==> config.mk <==
export PLATFORM = sky130hd
export DESIGN_NAME = text_console_writer_flat
export DESIGN_NICKNAME = d
export VERILOG_FILES = /design/src/tcw_pkg.sv /design/src/tcw_channels.sv /design/src/tcw_modc.sv /design/src/tcw_front.sv /design/src/tcw_queue.sv /design/src/tcw_back.sv /design/src/text_console_writer.sv /design/src/flat_wrapper.sv
export SDC_FILE = /design/constraint.sdc
export NUM_CORES = 1
export LEC_CHECK = 0
export BUFFER_PORTS_ARGS = -buffer_cell sky130_fd_sc_hd__buf_2
export CAP_MARGIN = 20
export CORE_MARGIN = 2
export CORE_UTILIZATION = 29
export DETAILED_ROUTE_END_ITERATION = 8
export GPL_ROUTABILITY_DRIVEN = 0
export PLACE_DENSITY = 0.45
export SYNTH_ARGS = -nofsm -noshare
export SYNTH_HDL_FRONTEND = slang
export SYNTH_SLANG_ARGS = --single-unit
export TNS_END_PERCENT = 100
==> constraint.sdc <==
create_clock -name clk -period 21.1 [get_ports clk]
set_input_delay 4.22 -clock clk [delete_from_list [all_inputs] [get_ports clk]]
set_output_delay 4.22 -clock clk [all_outputs]
set_load 0.1 [all_outputs]
==> src/tcw_pkg.sv <==
// Shared types and constants for the text console writer.
// Used by every file of the block; depends on nothing.
package tcw_pkg;

	// Widest linear position over the supported screen sizes, plus tab overshoot.
	localparam int POS_W = 15;
	// Cell count of one queued command, up to the widest tab.
	localparam int CNT_W = 5;
	localparam int OUT_POS_W = 11;
	localparam int Q_DEPTH = 2;

	localparam int COLUMNS_DEF = 80;
	localparam int ROWS_DEF = 25;
	localparam int TAB_WIDTH_DEF = 8;

	localparam logic [7:0] ATTR_RESET  = 8'h07;
	localparam logic [7:0] ESC_BYTE    = 8'h1B;
	localparam logic [7:0] CR_BYTE     = 8'h0D;
	localparam logic [7:0] LF_BYTE     = 8'h0A;
	localparam logic [7:0] BS_BYTE     = 8'h08;
	localparam logic [7:0] TAB_BYTE    = 8'h09;
	localparam logic [7:0] BLANK_GLYPH = 8'h20;

	typedef enum logic [1:0] {
		OP_WRITE  = 2'd0,
		OP_SCROLL = 2'd1,
		OP_CLEAR  = 2'd2,
		OP_CURSOR = 2'd3
	} op_t;

	// One classified request, as handed from the front to the back.
	typedef struct packed {
		logic             clear;
		logic [CNT_W-1:0] ncells;
		logic [POS_W-1:0] start;
		logic [7:0]       glyph;
		logic [7:0]       attr;
		logic             scroll;
		logic [POS_W-1:0] cursor;
	} cmd_t;

endpackage

==> src/tcw_channels.sv <==
// Valid/ready channel interfaces of the text console writer.
// Depends on tcw_pkg for the position width.
interface tcw_in_if;
	logic       valid;
	logic       ready;
	logic       kind;
	logic [7:0] char_byte;

	modport source (output valid, kind, char_byte, input ready);
	modport sink (input valid, kind, char_byte, output ready);
endinterface

interface tcw_out_if;
	logic                           valid;
	logic                           ready;
	logic [1:0]                     op;
	logic [tcw_pkg::OUT_POS_W-1:0]  cell_index;
	logic [7:0]                     glyph;
	logic [7:0]                     attribute;
	logic [tcw_pkg::OUT_POS_W-1:0]  cursor_pos;
	logic                           last;

	modport source (output valid, op, cell_index, glyph, attribute, cursor_pos, last,
		input ready);
	modport sink (input valid, op, cell_index, glyph, attribute, cursor_pos, last,
		output ready);
endinterface

==> src/tcw_modc.sv <==
// Remainder of a position by a constant, three register stages deep.
// Reciprocal multiply, back-multiply, one correction step. Depends on tcw_pkg.
module tcw_modc #(
	parameter int DIVISOR = tcw_pkg::TAB_WIDTH_DEF
) (
	input  logic                       clk,
	input  logic [tcw_pkg::POS_W-1:0]  x,
	output logic [$clog2(DIVISOR)-1:0] rem
);
	localparam int PW = tcw_pkg::POS_W;
	localparam int SH = PW + 8;
	localparam int RW = $clog2(DIVISOR);
	localparam logic [SH-1:0] RECIP = SH'((2 ** SH) / DIVISOR);
	localparam logic [PW-1:0] DIV_P = PW'(DIVISOR);

	logic [PW+SH-1:0] prod_s1;
	logic [PW-1:0]    x_s1;
	logic [PW-1:0]    qd_s2;
	logic [PW-1:0]    x_s2;
	logic [RW-1:0]    rem_s3;
	logic [PW-1:0]    diff;

	// Quotient estimate is low by at most one; fixed in the last stage.
	assign diff = x_s2 - qd_s2;

	always_ff @(posedge clk) begin
		prod_s1 <= (PW+SH)'(x) * (PW+SH)'(RECIP);
		x_s1    <= x;
		qd_s2   <= PW'(prod_s1[PW+SH-1:SH] * DIV_P);
		x_s2    <= x_s1;
		rem_s3  <= (diff >= DIV_P) ? RW'(diff - DIV_P) : RW'(diff);
	end

	assign rem = rem_s3;
endmodule

==> src/tcw_front.sv <==
// Front end: takes requests; keeps cursor, attribute, escape state; classifies
// each request into at most one queued command. Depends on tcw_pkg, tcw_modc.
module tcw_front #(
	parameter int COLUMNS   = tcw_pkg::COLUMNS_DEF,
	parameter int ROWS      = tcw_pkg::ROWS_DEF,
	parameter int TAB_WIDTH = tcw_pkg::TAB_WIDTH_DEF
) (
	input  logic          clk,
	input  logic          arst_n,
	tcw_in_if.sink        text,
	output logic          push_valid,
	input  logic          push_ready,
	output tcw_pkg::cmd_t push_cmd
);
	localparam int PW = tcw_pkg::POS_W;
	localparam logic [PW-1:0] CELLS_P   = PW'(COLUMNS * ROWS);
	localparam logic [PW-1:0] COLS_P    = PW'(COLUMNS);
	localparam logic [PW-1:0] TAB_P     = PW'(TAB_WIDTH);
	localparam logic [PW-1:0] LASTROW_P = PW'(COLUMNS * ROWS - COLUMNS);

	typedef enum logic [1:0] {F_IDLE, F_W1, F_W2, F_DECIDE} fstate_t;

	fstate_t          state_q;
	logic [PW-1:0]    cursor_q;
	logic [7:0]       attr_q;
	logic             esc_q;
	logic             kind_q;
	logic [7:0]       byte_q;

	logic [PW-1:0]                  cur;
	logic [$clog2(COLUMNS)-1:0]     rcol;
	logic [$clog2(TAB_WIDTH)-1:0]   rtab;
	logic [PW-1:0]                  row_start;
	logic [PW-1:0]                  target;
	logic [PW-1:0]                  prop;
	logic [PW-1:0]                  back_row;
	logic [PW-1:0]                  next_pos;
	logic                           scroll;
	logic                           has_cmd;
	logic                           commit;

	assign cur = (cursor_q >= CELLS_P) ? CELLS_P - PW'(1) : cursor_q;

	tcw_modc #(.DIVISOR(COLUMNS)) u_mod_col (.clk(clk), .x(cur), .rem(rcol));
	tcw_modc #(.DIVISOR(TAB_WIDTH)) u_mod_tab (.clk(clk), .x(cur), .rem(rtab));

	assign row_start = cur - PW'(rcol);
	assign target    = cur - PW'(rtab) + TAB_P;
	assign back_row  = prop - COLS_P;

	always_comb begin
		push_cmd        = '0;
		push_cmd.attr   = attr_q;
		push_cmd.glyph  = tcw_pkg::BLANK_GLYPH;
		push_cmd.start  = cur;
		prop            = cur;
		unique case (byte_q)
			tcw_pkg::CR_BYTE: prop = row_start;
			tcw_pkg::LF_BYTE: prop = row_start + COLS_P;
			tcw_pkg::BS_BYTE: begin
				prop            = (cur != '0) ? cur - PW'(1) : '0;
				push_cmd.start  = prop;
				push_cmd.ncells = tcw_pkg::CNT_W'(1);
			end
			tcw_pkg::TAB_BYTE: begin
				prop            = target;
				push_cmd.ncells = (target > CELLS_P) ? tcw_pkg::CNT_W'(CELLS_P - cur)
					: tcw_pkg::CNT_W'(TAB_P - PW'(rtab));
			end
			default: begin
				prop            = cur + PW'(1);
				push_cmd.glyph  = byte_q;
				push_cmd.ncells = tcw_pkg::CNT_W'(1);
			end
		endcase
		// scroll back one row; saturate only when a tab jumps a whole row
		scroll = prop >= CELLS_P;
		if (!scroll)
			next_pos = prop;
		else if (back_row >= CELLS_P)
			next_pos = LASTROW_P;
		else
			next_pos = back_row;
		push_cmd.scroll = scroll;
		push_cmd.cursor = next_pos;
		if (kind_q) begin
			push_cmd        = '0;
			push_cmd.clear  = 1'b1;
			push_cmd.attr   = attr_q;
		end
	end

	assign has_cmd    = kind_q || (!esc_q && byte_q != tcw_pkg::ESC_BYTE);
	assign commit     = (state_q == F_DECIDE) && (!has_cmd || push_ready);
	assign push_valid = (state_q == F_DECIDE) && has_cmd;
	assign text.ready = (state_q == F_IDLE);

	always_ff @(posedge clk or negedge arst_n) begin
		if (!arst_n) begin
			state_q  <= F_IDLE;
			cursor_q <= '0;
			attr_q   <= tcw_pkg::ATTR_RESET;
			esc_q    <= 1'b0;
			kind_q   <= 1'b0;
			byte_q   <= '0;
		end else begin
			unique case (state_q)
				F_IDLE: begin
					if (text.valid) begin
						kind_q  <= text.kind;
						byte_q  <= text.char_byte;
						state_q <= F_W1;
					end
				end
				F_W1: state_q <= F_W2;
				F_W2: state_q <= F_DECIDE;
				F_DECIDE: begin
					if (commit) begin
						state_q <= F_IDLE;
						if (kind_q) begin
							cursor_q <= '0;
						end else if (esc_q) begin
							attr_q <= byte_q;
							esc_q  <= 1'b0;
						end else if (byte_q == tcw_pkg::ESC_BYTE) begin
							esc_q <= 1'b1;
						end else begin
							cursor_q <= next_pos;
						end
					end
				end
				default: state_q <= F_IDLE;
			endcase
		end
	end
endmodule

==> src/tcw_queue.sv <==
// Short command queue between front and back end.
// Depends on tcw_pkg for the command type and depth.
module tcw_queue (
	input  logic          clk,
	input  logic          arst_n,
	input  logic          push_valid,
	output logic          push_ready,
	input  tcw_pkg::cmd_t push_cmd,
	output logic          pop_valid,
	input  logic          pop_ready,
	output tcw_pkg::cmd_t pop_cmd
);
	localparam int DEPTH = tcw_pkg::Q_DEPTH;
	localparam int AW = (DEPTH > 1) ? $clog2(DEPTH) : 1;

	tcw_pkg::cmd_t        mem [DEPTH];
	logic [AW-1:0]        wr_q;
	logic [AW-1:0]        rd_q;
	logic [$clog2(DEPTH+1)-1:0] count_q;
	logic                 do_push;
	logic                 do_pop;

	assign push_ready = count_q != ($clog2(DEPTH+1))'(DEPTH);
	assign pop_valid  = count_q != '0;
	assign do_push    = push_valid && push_ready;
	assign do_pop     = pop_valid && pop_ready;
	assign pop_cmd    = mem[rd_q];

	always_ff @(posedge clk) begin
		if (do_push)
			mem[wr_q] <= push_cmd;
	end

	always_ff @(posedge clk or negedge arst_n) begin
		if (!arst_n) begin
			wr_q    <= '0;
			rd_q    <= '0;
			count_q <= '0;
		end else begin
			if (do_push)
				wr_q <= (wr_q == AW'(DEPTH - 1)) ? '0 : wr_q + AW'(1);
			if (do_pop)
				rd_q <= (rd_q == AW'(DEPTH - 1)) ? '0 : rd_q + AW'(1);
			if (do_push && !do_pop)
				count_q <= count_q + 1'b1;
			else if (do_pop && !do_push)
				count_q <= count_q - 1'b1;
		end
	end
endmodule

==> src/tcw_back.sv <==
// Back end: expands one queued command into screen results, one per cycle while the
// screen side is ready, through a registered output stage. Depends on tcw_pkg and tcw_out_if.
module tcw_back (
	input  logic          clk,
	input  logic          arst_n,
	input  logic          pop_valid,
	output logic          pop_ready,
	input  tcw_pkg::cmd_t pop_cmd,
	tcw_out_if.source     screen
);
	localparam int OW = tcw_pkg::OUT_POS_W;

	typedef enum logic [1:0] {PH_CELL, PH_SCROLL, PH_CURSOR, PH_CLEAR} phase_t;

	phase_t                    phase_q;
	logic                      busy_q;
	logic [tcw_pkg::CNT_W-1:0] idx_q;
	tcw_pkg::cmd_t             cmd_q;

	logic          valid_q;
	tcw_pkg::op_t  op_q;
	logic [OW-1:0] cell_q;
	logic [7:0]    glyph_q;
	logic [7:0]    attr_q;
	logic [OW-1:0] cpos_q;
	logic          last_q;

	logic                      advance;
	logic [tcw_pkg::POS_W-1:0] cell_pos;
	phase_t                    after_cells;
	phase_t                    first_phase;

	assign advance     = !valid_q || screen.ready;
	assign pop_ready   = advance && !busy_q;
	assign cell_pos    = cmd_q.start + tcw_pkg::POS_W'(idx_q);
	assign after_cells = cmd_q.scroll ? PH_SCROLL : PH_CURSOR;

	always_comb begin
		priority if (pop_cmd.clear)
			first_phase = PH_CLEAR;
		else if (pop_cmd.ncells != '0)
			first_phase = PH_CELL;
		else if (pop_cmd.scroll)
			first_phase = PH_SCROLL;
		else
			first_phase = PH_CURSOR;
	end

	always_ff @(posedge clk or negedge arst_n) begin
		if (!arst_n) begin
			phase_q <= PH_CURSOR;
			busy_q  <= 1'b0;
			idx_q   <= '0;
			cmd_q   <= '0;
			valid_q <= 1'b0;
			op_q    <= tcw_pkg::OP_WRITE;
			cell_q  <= '0;
			glyph_q <= '0;
			attr_q  <= '0;
			cpos_q  <= '0;
			last_q  <= 1'b0;
		end else if (advance) begin
			valid_q <= 1'b0;
			if (busy_q) begin
				valid_q <= 1'b1;
				cpos_q  <= cmd_q.cursor[OW-1:0];
				cell_q  <= '0;
				glyph_q <= '0;
				attr_q  <= cmd_q.attr;
				last_q  <= 1'b0;
				unique case (phase_q)
					PH_CELL: begin
						op_q    <= tcw_pkg::OP_WRITE;
						cell_q  <= cell_pos[OW-1:0];
						glyph_q <= cmd_q.glyph;
						idx_q   <= idx_q + 1'b1;
						if (idx_q + 1'b1 == cmd_q.ncells)
							phase_q <= after_cells;
					end
					PH_SCROLL: begin
						op_q    <= tcw_pkg::OP_SCROLL;
						phase_q <= PH_CURSOR;
					end
					PH_CURSOR: begin
						op_q   <= tcw_pkg::OP_CURSOR;
						attr_q <= '0;
						last_q <= 1'b1;
						busy_q <= 1'b0;
					end
					PH_CLEAR: begin
						op_q   <= tcw_pkg::OP_CLEAR;
						last_q <= 1'b1;
						busy_q <= 1'b0;
					end
					default: busy_q <= 1'b0;
				endcase
			end else if (pop_valid) begin
				cmd_q   <= pop_cmd;
				busy_q  <= 1'b1;
				idx_q   <= '0;
				phase_q <= first_phase;
			end
		end
	end

	assign screen.valid      = valid_q;
	assign screen.op         = op_q;
	assign screen.cell_index = cell_q;
	assign screen.glyph      = glyph_q;
	assign screen.attribute  = attr_q;
	assign screen.cursor_pos = cpos_q;
	assign screen.last       = last_q;
endmodule

==> src/text_console_writer.sv <==
// Top level of the text console writer: front end, command queue, back end.
// Depends on tcw_pkg, tcw_channels, tcw_front, tcw_queue, tcw_back.
//
//   channel  dir  handshake     payload
//   text     in   valid/ready   kind, char_byte
//   screen   out  valid/ready   op, cell_index, glyph, attribute, cursor_pos, last
//
// The front takes one request at a time: the remainders of the cursor by
// COLUMNS and TAB_WIDTH come from a three-stage reciprocal-multiply unit.
// The back emits one result per cycle while the screen side is ready, and loads
// each command before its first result, taking no new one until the last is out.
// Reset is asynchronous; the block takes requests in the cycle after it.
// A stalled screen output fills the two-entry queue, then the front holds.
module text_console_writer #(
	parameter int COLUMNS   = tcw_pkg::COLUMNS_DEF,
	parameter int ROWS      = tcw_pkg::ROWS_DEF,
	parameter int TAB_WIDTH = tcw_pkg::TAB_WIDTH_DEF
) (
	input logic       clk,
	input logic       arst_n,
	tcw_in_if.sink    text,
	tcw_out_if.source screen
);
	logic          push_valid;
	logic          push_ready;
	tcw_pkg::cmd_t push_cmd;
	logic          pop_valid;
	logic          pop_ready;
	tcw_pkg::cmd_t pop_cmd;

	tcw_front #(
		.COLUMNS(COLUMNS),
		.ROWS(ROWS),
		.TAB_WIDTH(TAB_WIDTH)
	) u_front (
		.clk(clk),
		.arst_n(arst_n),
		.text(text),
		.push_valid(push_valid),
		.push_ready(push_ready),
		.push_cmd(push_cmd)
	);

	tcw_queue u_queue (
		.clk(clk),
		.arst_n(arst_n),
		.push_valid(push_valid),
		.push_ready(push_ready),
		.push_cmd(push_cmd),
		.pop_valid(pop_valid),
		.pop_ready(pop_ready),
		.pop_cmd(pop_cmd)
	);

	tcw_back u_back (
		.clk(clk),
		.arst_n(arst_n),
		.pop_valid(pop_valid),
		.pop_ready(pop_ready),
		.pop_cmd(pop_cmd),
		.screen(screen)
	);
endmodule

==> src/flat_wrapper.sv <==
// flat-port wrapper written by rule: the top's interface ports become plain ports
module text_console_writer_flat 
#(
	parameter int COLUMNS   = tcw_pkg::COLUMNS_DEF,
	parameter int ROWS      = tcw_pkg::ROWS_DEF,
	parameter int TAB_WIDTH = tcw_pkg::TAB_WIDTH_DEF
)
  (clk, arst_n, text_valid, text_kind, text_char_byte, text_ready, screen_valid, screen_op, screen_cell_index, screen_glyph, screen_attribute, screen_cursor_pos, screen_last, screen_ready);
  tcw_in_if text_i ();
  tcw_out_if screen_i ();
  input logic clk;
  input logic arst_n;
  input wire logic [$bits(text_i.valid)-1:0] text_valid;
  input wire logic [$bits(text_i.kind)-1:0] text_kind;
  input wire logic [$bits(text_i.char_byte)-1:0] text_char_byte;
  output wire logic [$bits(text_i.ready)-1:0] text_ready;
  output wire logic [$bits(screen_i.valid)-1:0] screen_valid;
  output wire logic [$bits(screen_i.op)-1:0] screen_op;
  output wire logic [$bits(screen_i.cell_index)-1:0] screen_cell_index;
  output wire logic [$bits(screen_i.glyph)-1:0] screen_glyph;
  output wire logic [$bits(screen_i.attribute)-1:0] screen_attribute;
  output wire logic [$bits(screen_i.cursor_pos)-1:0] screen_cursor_pos;
  output wire logic [$bits(screen_i.last)-1:0] screen_last;
  input wire logic [$bits(screen_i.ready)-1:0] screen_ready;
  assign text_i.valid = text_valid;
  assign text_i.kind = text_kind;
  assign text_i.char_byte = text_char_byte;
  assign text_ready = text_i.ready;
  assign screen_valid = screen_i.valid;
  assign screen_op = screen_i.op;
  assign screen_cell_index = screen_i.cell_index;
  assign screen_glyph = screen_i.glyph;
  assign screen_attribute = screen_i.attribute;
  assign screen_cursor_pos = screen_i.cursor_pos;
  assign screen_last = screen_i.last;
  assign screen_i.ready = screen_ready;
  text_console_writer #(.COLUMNS(COLUMNS), .ROWS(ROWS), .TAB_WIDTH(TAB_WIDTH)) u_core (.clk(clk), .arst_n(arst_n), .text(text_i), .screen(screen_i));
endmodule
==> summary.md, run 1 <==
| Metric | Value |
|---|---|
| Status | finished, final reports clean |
| Synth top cells by count | ha_1 (188), inv_1 (154), nand2_1 (154) |
| Worst-skew pair later-pin latency | 0.58 ns |
| Top post-synthesis cells by area | dfrtp_1 (18%), edfxtp_1 (15%), ha_1 (13%) |
| First-pass GRT wire length | 71700 um |
| Compound-Gate Fraction of Synth Area | 12.7% |
| Final min period | 7.29 ns |
| CTS resizes | 0 |
| Largest family of logic cells by synthesized area | adder cells |
| Reg clk slew, reported paths | 0.06 ns |
| DRC Markers | 0 |
| Post-CTS setup buffer count | 0 |
| Synth top area share | 18.3% |
| Rows | 90 |
| Avg WL per Cell | 17.1 um |
| DRT iter0 DRCs | 891 |
| Post-DP HPWL | 33900 um |
| Die width | 251 um |
| Reg-to-reg endpoint | u_core.u_front.u_mod_col.prod_s1[29]$_DFF_P_ |
| Fin crit share | 34.6% |
| Seq/Total Area, Yosys | 40.6% |
| Hold Crit Class | flop to flop |
| Initial antenna violation count | 1 |
| Die area | 0.0629 mm^2 |
| Fin. Hold Viols | 0 |
| Via count of the first global-routing pass | 12.7k |
| CTS Root Cell | clkbuf_16 |
| #FFs+latches synth | 280 |
| Hold Path Stages | 0 |
| ANT cells | 0 |
| RSZ-0062 raised after global routing | false |
| CP required | 21.58 ns |
| Peak Freq | 137 MHz |
| Final Skew | 0.0145 ns |
| Simple-gate share of the synthesized area | 13.5% |
| Worst R2R Start | u_core.u_front.cursor_q[13]$_DFFE_PN0P_ |
| R2R depth | 21 |
| WL met3 | 1960 um |
| Layout fillers | 6146 |
| Via density | 4.84 |
| Synth area leader | dfrtp_1 |
| Synthesized cell area | 0.0177 mm^2 |
| Nets | 2047 |
| Slew HR | 28.8% |
| Hold EP | u_core.u_front.u_mod_tab.x_s2[12]$_DFF_P_ |
| Crit path launch type | flop |
| Fraction of layout cells with a size suffix above 1 | 10.6% |
| GR Util All Layers | 14.2% |
| Syn Inst Count | 1713 |
| Num CTS Buffers | 31 |
| Final setup viols | 0 |
| Via count | 12.5k |
| Final antenna-violating net count | 0 |
| Port bufs | 55 |
| Post-synth EDFFs | 90 |
| Netlist cell types | 97 |
| CP Capture Type | flop |
| Mux contribution to synthesized area | 4.11% |
| Pin count of the biggest net entering global routing | 78 |
| Synthesis-to-layout area growth | 13.2% |
| Worst-path maximum fanout | 9 |
| Syn Area/Cell | 10.3 um^2 |
| Crit path kind | flop to flop |
| XOR/XNOR Fraction of Synth Area | 4.11% |
| Hold-fix buffers, CTS | 0 |
| Setup slack, reg-to-reg | 13.81 ns |
| Warnings from Yosys | 0 |
| Worst slew pin tran | 1.06 ns |
| Wire length on met2 | 20500 um |
| DR top layer | met4 |
| Initial Util | 29.3% |
| Final wirelength | 44400 um |
| HP Start | u_core.u_front.u_mod_tab.x_s1[12]$_DFF_P_ |
| Final Max Tran Viols | 0 |
| Adder-Cell Fraction of Synth Area | 20.5% |
| Gr ovfl total | 0 |
| Total of max-cap violations | 0 |
| Total clock sinks | 280 |
| Post-synth top flop | dfrtp_1 |
| Worst-case clock buffer depth | 3 |
| CTS tree | built |
| Core area | 0.0602 mm^2 |
| Post-synthesis async set-or-reset flop share | 47.5% |
| # H-tree levels | 1 |
| Met1 WL | 21400 um |
| Setup TNS Final | 0 ns |
| Chip height | 251 um |
| Number of iterations in the first detailed-routing pass | 5 |
| Count leader, synth | ha_1 |
| Arr. time, crit path | 7.77 ns |
| I/O pin count | 56 |
-- layer usage --
layer / vias up / global-route usage, %
met5: - / 0
met4: 0 / 2.77
met3: 43 / 1.54
met2: 256 / 23.3
met1: 6113 / 20.4
li1: 6112 / -
-- state kept, by name (all words and copies together) (netlist names), 8 cells and up --
| name | count |
|---|---|
| u_core.u_back.screen.attribute | 8 |
| u_core.u_front.u_mod_tab.x_s1 | 15 |
| u_core.u_back.screen.glyph | 8 |
| u_core.u_back.screen.cell_index | 11 |
| u_core.u_front.byte_q | 8 |
| u_core.u_queue.mem | 90 |
| u_core.u_front.u_mod_col.prod_s1 | 9 |
| u_core.u_back.screen.cursor_pos | 11 |
| u_core.u_front.cursor_q | 15 |
| u_core.u_front.u_mod_tab.x_s2 | 15 |
| u_core.u_front.attr_q | 8 |
| u_core.u_back.cmd_q | 44 |
| u_core.u_front.u_mod_col.qd_s2 | 11 |
-- cells in the final DEF (no fill, tap or decap), types with 10 or more instances in the layout --
| cell type | count |
|---|---|
| ha_1 | 188 |
| inv_1 | 154 |
| nand2_1 | 153 |
| dfrtp_1 | 128 |
| nor2_1 | 117 |
| a21oi_1 | 110 |
| edfxtp_1 | 90 |
| o21ai_0 | 69 |
| fa_1 | 63 |
| dfxtp_1 | 57 |
| xnor2_1 | 54 |
| buf_2 | 54 |
| mux2i_1 | 50 |
| nand3_1 | 38 |
| clkbuf_16 | 33 |
| xor2_1 | 27 |
| conb_1 | 27 |
| nor2b_1 | 23 |
| nor3_1 | 22 |
| nand2b_1 | 21 |
| a21o_1 | 20 |
| mux2_2 | 20 |
| or3_1 | 13 |
| and2_1 | 13 |
| a211oi_1 | 13 |
| nand4_1 | 12 |
| o21a_1 | 12 |
| and3_1 | 11 |
| nor4_1 | 11 |
| clkbuf_8 | 10 |
-- through the flow --
stage	hold slack [ns]	worst slack (ns)	instances	utilization [%]	cell area, um^2
floorplan	0.310	14.39	1738	-	17800
global placement	0.310	13.88	2532	31.4	18900
detailed placement	0.312	13.77	2532	31.4	18900
CTS	0.327	13.77	2590	33.2	20000
global route	0.332	13.44	2590	33.2	20000
finish	0.327	13.81	2590	33.2	20000
-- worst max path at each step --
stage	to	depth (start not counted)	from	slack [ns]
after floorplan	u_core.u_front.u_mod_col.prod_s1[29]$_DFF_P_	21	u_core.u_front.cursor_q[13]$_DFFE_PN0P_	14.39
after global placement	u_core.u_front.u_mod_col.prod_s1[29]$_DFF_P_	21	u_core.u_front.cursor_q[13]$_DFFE_PN0P_	13.88
after detailed placement	u_core.u_front.u_mod_col.prod_s1[29]$_DFF_P_	21	u_core.u_front.cursor_q[13]$_DFFE_PN0P_	13.77
after CTS	u_core.u_front.u_mod_col.prod_s1[29]$_DFF_P_	21	u_core.u_front.cursor_q[13]$_DFFE_PN0P_	13.77
after global routing	u_core.u_front.u_mod_col.prod_s1[29]$_DFF_P_	21	u_core.u_front.cursor_q[13]$_DFFE_PN0P_	13.44
final	u_core.u_front.u_mod_col.prod_s1[29]$_DFF_P_	21	u_core.u_front.cursor_q[13]$_DFFE_PN0P_	13.81
-- logic make-up after synthesis --
group	count (synthesis)
and+or+nand+nor	484
AOI/OAI and AO/OA	334
DFF	280
adders and majority gates	251
buffers and inverters	210
xor gates and xnor gates	82
muxes	70
other	2
-- critical path, stage by stage (launching register included) --
cell and delay [ns]:
dfrtp_1 0.41, or4_4 0.58, nor2_1 0.57, inv_1 0.29
ha_1 0.47, fa_1 0.53, fa_1 0.58, inv_1 0.07
fa_1 0.50, inv_1 0.06, fa_1 0.50, fa_1 0.49
ha_1 0.31, and3_1 0.18, a221oi_1 0.26, o21ai_0 0.11
a21oi_1 0.10, o21ai_0 0.13, a41o_1 0.31, o41a_1 0.37
a21o_1 0.22, xor2_1 0.14
-- area by class of cell --
type	instances	area [um^2]	area share, %
Inverter	158	593	2.97
Timing Repair Buffer	64	349	1.75
Tap cell	782	978	4.89
Clock buffer	49	986	4.93
Multi-Input combinational cell	1248	9810	49.1
Clock inverter	9	95.1	0.476
Sequential cell	280	7180	35.9
Power of run 1 is not shown: default switching activity piles up to over one toggle a cycle in this logic, so the estimate is an artifact.
==> run 2: changes to the inputs <==
- clock period: 21.1 -> 6.72 ns (I/O delays scaled with it)
==> summary.md, run 2 (synthesis results as in run 1) <==
| Metric | Value |
|---|---|
| Reg with most FFs | u_core.u_queue.mem |
| Die width | 251 um (unchanged) |
| Final Skew | 0.0505 ns (+0.0360 ns) |
| Final Max Tran Viols | 0 (unchanged) |
| Hold-fix buffers, CTS | 0 (unchanged) |
| Final wirelength | 45300 um (+1.9%) |
| I/O pin count | 56 (unchanged) |
| HP Start | u_core.u_front.u_mod_tab.x_s1[7]$_DFF_P_ |
| Num CTS Buffers | 31 (unchanged) |
| ANT cells | 0 (unchanged) |
| # H-tree levels | 1 (unchanged) |
| Hold EP | u_core.u_front.u_mod_tab.x_s2[7]$_DFF_P_ |
| Post-placement cell area | 0.0192 mm^2 (+1.7%) |
| Crit path launch type | flop |
| Arr. time, crit path | 6.90 ns (-0.87 ns) |
| Fin crit share | 96.0% (+61 points) |
| Crit path kind | flop to flop |
| Final min period | 6.45 ns (-0.843 ns) |
| Via count of the first global-routing pass | 12.8k (+1.2%) |
| CP required | 7.17 ns (-14.41 ns) |
| Slew HR | 30.5% (+1.7 points) |
| Chip height | 251 um (unchanged) |
| Via density | 4.81 (-0.54%) |
| Status | finished, final reports clean |
| Worst-case clock buffer depth | 3 (unchanged) |
| Fin area | 0.0205 mm^2 (+2.5%) |
| DRC Markers | 0 (unchanged) |
| Reg-to-reg endpoint | u_core.u_front.u_mod_col.prod_s1[29]$_DFF_P_ |
| Final setup viols | 0 (unchanged) |
| DRT iter0 DRCs | 852 (-4.4%) |
| Pin count of the biggest net entering global routing | 74 (-5.1%) |
| Cell Count, Final, Fillers Out | 2642 (+2.0%) |
| Via count | 12.7k (+1.5%) |
| Worst-path maximum fanout | 4 (-5) |
| Gr ovfl total | 0 (unchanged) |
| Nets | 2099 (+2.5%) |
| Hold Crit Class | flop to flop |
| Hold Path Stages | 0 (unchanged) |
| Post-DP HPWL | 34700 um (+2.4%) |
| Worst-skew pair later-pin latency | 0.60 ns (+0.02 ns) |
| Synthesis-to-layout area growth | 16.0% |
| Fraction of layout cells with a size suffix above 1 | 13.4% (+2.9 points) |
| Regs by FF count | u_core.u_queue.mem: 90 flops, u_core.u_back.cmd_q: 44 flops |
| Reg clk slew, reported paths | 0.07 ns (about the same) |
| Number of iterations in the first detailed-routing pass | 5 (unchanged) |
| Die area | 0.0629 mm^2 (unchanged) |
| Total of max-cap violations | 0 (unchanged) |
| Core area | 0.0602 mm^2 (unchanged) |
| Commonest non-fill, non-tap cell in the layout | ha_1 |
| Initial antenna violation count | 2 (+1) |
| RSZ-0062 raised after global routing | true |
| R2R depth | 23 (+9.5%) |
| CTS Root Cell | clkbuf_16 |
| Peak Freq | 155 MHz (+13%) |
| Initial Util | 29.3% (unchanged) |
| CTS tree | built |
| Port bufs | 55 (unchanged) |
| Placed cells | 2574 (+1.7%) |
| Worst slew pin tran | 1.03 ns (-0.0249 ns) |
| Worst R2R Start | u_core.u_front.cursor_q[14]$_DFFE_PN0P_ |
| Total clock sinks | 280 (unchanged) |
| Commonest non-fill, non-tap cells in the layout | ha_1 (186), inv_1 (153), nand2_1 (153) |
| Fin. Hold Viols | 0 (unchanged) |
| GR Util All Layers | 14.4% (+0.22 points) |
| Avg WL per Cell | 17.1 um (about the same) |
| Setup slack, reg-to-reg | 0.27 ns (-13.54 ns) |
| First-pass GRT wire length | 72200 um (+0.62%) |
| CP Capture Type | flop |
| Rows | 90 (unchanged) |
| Final antenna-violating net count | 0 (unchanged) |
| Number of flip-flops in the largest register | 90 (unchanged) |
run 2: repair_timing:
action | CTS | global route
buffers inserted | 0 | 9
gates resized for setup | 0 | 12
endpoints found under the setup margin | 0 | 24
hold endpoints to repair | 0 | 0
run 2: stage by stage:
step / hold WS [ns] / setup WS [ns] / utilization, % / TNS [ns]
2_1_floorplan: 0.310 / 0.00941 / - / 0
3_3_place_gp: 0.310 / 0.219 / 31.9 / 0
3_5_place_dp: 0.312 / 0.160 / 31.9 / 0
4_1_cts: 0.327 / 0.0804 / 33.8 / 0
5_1_grt: 0.331 / -0.0305 / 34.0 / -0.0945
6_report: 0.322 / 0.270 / 34.0 / 0
run 2: worst max path at each step:
stage                                                  startpoint                                           end  slack, ns  cells past startpoint
after global routing      u_core.u_front.cursor_q[14]$_DFFE_PN0P_  u_core.u_front.u_mod_col.prod_s1[29]$_DFF_P_      -0.03                     23
after floorplan           u_core.u_front.cursor_q[13]$_DFFE_PN0P_  u_core.u_front.u_mod_col.prod_s1[29]$_DFF_P_      0.009                     21
after detailed placement  u_core.u_front.cursor_q[13]$_DFFE_PN0P_  u_core.u_front.u_mod_col.prod_s1[29]$_DFF_P_       0.16                     23
after CTS                 u_core.u_front.cursor_q[13]$_DFFE_PN0P_  u_core.u_front.u_mod_col.prod_s1[29]$_DFF_P_       0.08                     23
final                     u_core.u_front.cursor_q[14]$_DFFE_PN0P_  u_core.u_front.u_mod_col.prod_s1[29]$_DFF_P_       0.27                     23
after global placement    u_core.u_front.cursor_q[13]$_DFFE_PN0P_  u_core.u_front.u_mod_col.prod_s1[29]$_DFF_P_       0.22                     21
run 2: critical path, cell delays in order (launching register included):
cell and delay, ns:
dfrtp_1 0.42, nor4_4 0.32, buf_6 0.16, buf_4 0.10, buf_4 0.09, nand2b_1 0.08
ha_1 0.32, fa_1 0.50, fa_1 0.53, inv_1 0.06, fa_1 0.50, inv_1 0.05
fa_1 0.56, fa_1 0.43, ha_1 0.32, and3_1 0.18, a221oi_1 0.27, o21ai_0 0.11
a21oi_1 0.16, o21ai_2 0.09, a41o_1 0.27, o41a_1 0.42, a21o_1 0.21, xor2_1 0.13
run 2: layout make-up:
| class | count | area (um^2) |
|---|---|---|
| Multi-Input combinational cell | 1248 | 9860 |
| Fill cell | 6103 | 39800 |
| Clock inverter | 25 | 323 |
| Clock buffer | 33 | 793 |
| Timing Repair Buffer | 116 | 763 |
| Sequential cell | 280 | 7180 |
| Inverter | 158 | 593 |
| Tap cell | 782 | 978 |
run 2: per-layer routing:
metal  vias to the layer above  global-route usage (%)  part of all wire (%)
met1                      6193                    20.5                    49
li1                       6222                       -                     -
met4                         0                    4.00                   2.5
met5                         -                       0                     0
met2                       223                    23.4                    45
met3                        69                    1.46                   3.5
Power of run 2 is left out for the same reason.
==> run 3: changes to the inputs <==
- CORE_ASPECT_RATIO: unset -> 1.75
==> summary.md, run 3 (synthesis results as in run 1) <==
| Metric | Value |
|---|---|
| Number of flip-flops in the largest register | 90 (unchanged) |
| Fin crit share | 94.3% (-1.7 points) |
| Setup slack, reg-to-reg | 0.38 ns (+0.11 ns) |
| Total clock sinks | 280 (unchanged) |
| Hold_ws | 0.324 ns (+0.00135 ns) |
| Status | finished, final reports clean |
| CTS Root Cell | clkbuf_16 |
| Peak Freq | 158 MHz (+1.8%) |
| Rows | 119 (+32%) |
| Slew HR | 31.5% (+1.0 points) |
| Core area | 0.0602 mm^2 (-0.15%) |
| Commonest non-fill, non-tap cells in the layout | ha_1 (187), inv_1 (154), nand2_1 (154) |
| Highest cell delay on the worst timing path | 0.58 ns (+0.02 ns) |
| Initial Util | 29.4% (+0.045 points) |
| Worst slew pin tran | 1.03 ns (-0.00707 ns) |
| Avg WL per Cell | 18.9 um (+10%) |
| Pin count of the biggest net entering global routing | 81 (+9.5%) |
| Final antenna-violating net count | 0 (unchanged) |
| Sum of buffers and inverters on the critical path | 5 (unchanged) |
| Worst-path maximum fanout | 5 (+1) |
| ANT cells | 0 (unchanged) |
| Reg clk slew, reported paths | 0.07 ns (about the same) |
| GR Util All Layers | 16.2% (+1.8 points) |
| Num CTS Buffers | 28 (-9.7%) |
| Delay-heaviest family, CP | adder cells |
| Final Max Tran Viols | 0 (unchanged) |
| Port bufs | 55 (unchanged) |
| Hold Crit Class | flop to flop |
| Final min period | 6.34 ns (-0.111 ns) |
| Final wirelength | 49900 um (+10%) |
| Via count | 12.8k (+0.72%) |
| Initial antenna violation count | 0 (-2) |
| Layout fillers | 6167 (+1.0%) |
| Post-DP HPWL | 39800 um (+15%) |
| Chip height | 330 um (+32%) |
| Crit path launch type | flop |
| CTS tree | built |
| Crit path kind | flop to flop |
| DRT iter0 DRCs | 547 (-36%) |
| Synthesis-to-layout area growth | 15.0% |
| Commonest non-fill, non-tap cell in the layout | ha_1 |
| Number of iterations in the first detailed-routing pass | 5 (unchanged) |
| Nets | 2100 (+0.048%) |
| First-pass GRT wire length | 78000 um (+8.1%) |
| Gr ovfl total | 0 (unchanged) |
| Die width | 191 um (-24%) |
| CP Capture Type | flop |
| I/O pin count | 56 (unchanged) |
| Worst-case clock buffer depth | 3 (unchanged) |
| Via density | 4.84 (+0.64%) |
| Reg with most FFs | u_core.u_queue.mem |
| CP Cell Sequence | or4_4 -> nor2_4 -> inv_1 -> buf_4 -> ha_1 -> inv_1 -> ha_1 -> inv_1 -> fa_1 -> fa_1 -> inv_1 -> fa_1 -> fa_1 -> ha_1 -> and3_1 -> a221oi_1 -> o21ai_0 -> a21oi_1 -> o21ai_2 -> a41o_1 -> o41a_1 -> a21o_1 -> xor2_1 |
| Fraction of layout cells with a size suffix above 1 | 13.2% (-0.25 points) |
| Die area | 0.0630 mm^2 (+0.12%) |
| Arr. time, crit path | 6.83 ns (-0.07 ns) |
| Worst-skew pair later-pin latency | 0.60 ns (about the same) |
| Via count of the first global-routing pass | 13.5k (+5.3%) |
| Final Skew | 0.0669 ns (+0.0164 ns) |
| Critical Path Slowest Stage Cell | or4_4 |
| # H-tree levels | 1 (unchanged) |
| DRC Markers | 0 (unchanged) |
| Fin. Hold Viols | 0 (unchanged) |
| Final setup viols | 0 (unchanged) |
| CP required | 7.21 ns (+0.04 ns) |
| Setup TNS Final | 0 ns (unchanged) |
| Regs by FF count | u_core.u_queue.mem: 90 flops, u_core.u_back.cmd_q: 44 flops |
| Total of max-cap violations | 0 (unchanged) |
==> run 3: changes by cell type in the layout (fill, tap and decap cells not counted), moves of 2 or more <==
| cell | delta |
|---|---|
| clkinv_2 | -2 |
| fa_2 | -2 |
| fa_1 | +2 |
| inv_6 | +4 |
| ha_4 | -2 |
| bufinv_16 | -4 |
| clkinvlp_4 | -3 |
| clkbuf_16 | -3 |
| buf_4 | +4 |
==> run 3: worst paths after layout <==
kind,start,end,cells after the start
max,u_core.u_front.cursor_q[11]$_DFFE_PN0P_,u_core.u_front.u_mod_col.prod_s1[29]$_DFF_P_,23
min,u_core.u_front.u_mod_tab.x_s1[1]$_DFF_P_,u_core.u_front.u_mod_tab.x_s2[1]$_DFF_P_,0
max reg2reg,u_core.u_front.cursor_q[11]$_DFFE_PN0P_,u_core.u_front.u_mod_col.prod_s1[29]$_DFF_P_,23
min reg2reg,u_core.u_front.u_mod_tab.x_s1[1]$_DFF_P_,u_core.u_front.u_mod_tab.x_s2[1]$_DFF_P_,0
max in group asynchronous,arst_n,u_core.u_front.byte_q[2]$_DFFE_PN0P_,2
min in group asynchronous,arst_n,u_core.u_back.cmd_q[51]$_DFFE_PN0P_,1
==> run 3: per-layer routing <==
layer | global-route usage [%] | wire length (um) | vias to the layer above
li1 | - | - | 6202
met1 | 15.5 | 16900 | 6118
met2 | 32.1 | 27600 | 323
met3 | 1.84 | 1660 | 155
met4 | 10.3 | 3630 | 0
met5 | 0 | 0 | -
==> run 3: layout make-up <==
| type | count | area [um^2] | area share [%] |
|---|---|---|---|
| multi-input cells | 1248 | 9840 | 48.4 |
| flip-flops and latches | 280 | 7180 | 35.3 |
| well taps | 786 | 983 | 4.84 |
| repair buffers | 120 | 779 | 3.84 |
| clock buffers | 31 | 722 | 3.55 |
| inverters | 158 | 593 | 2.92 |
| clock inverters | 21 | 220 | 1.08 |
==> run 3: stage by stage <==
step / setup slack, ns / area (um^2) / util [%] / instances
after floorplan: 0.00941 / 17800 / - / 1738
after global placement: 0.0709 / 19300 / 32.1 / 2588
after detailed placement: 0.0713 / 19300 / 32.1 / 2589
after CTS: 0.133 / 20300 / 33.7 / 2641
after global routing: -0.00357 / 20300 / 33.8 / 2644
final: 0.382 / 20300 / 33.8 / 2644
==> run 3: timing repair <==
| item | 4_1_cts | 5_1_grt |
|---|---|---|
| hold endpoints to repair | 0 | 0 |
| hold buffers | 0 | 0 |
| buffers inserted | 0 | 3 |
| gates resized for setup | 0 | 10 |
| endpoints found under the setup margin | 0 | 35 |
Power of run 3 is left out for the same reason.
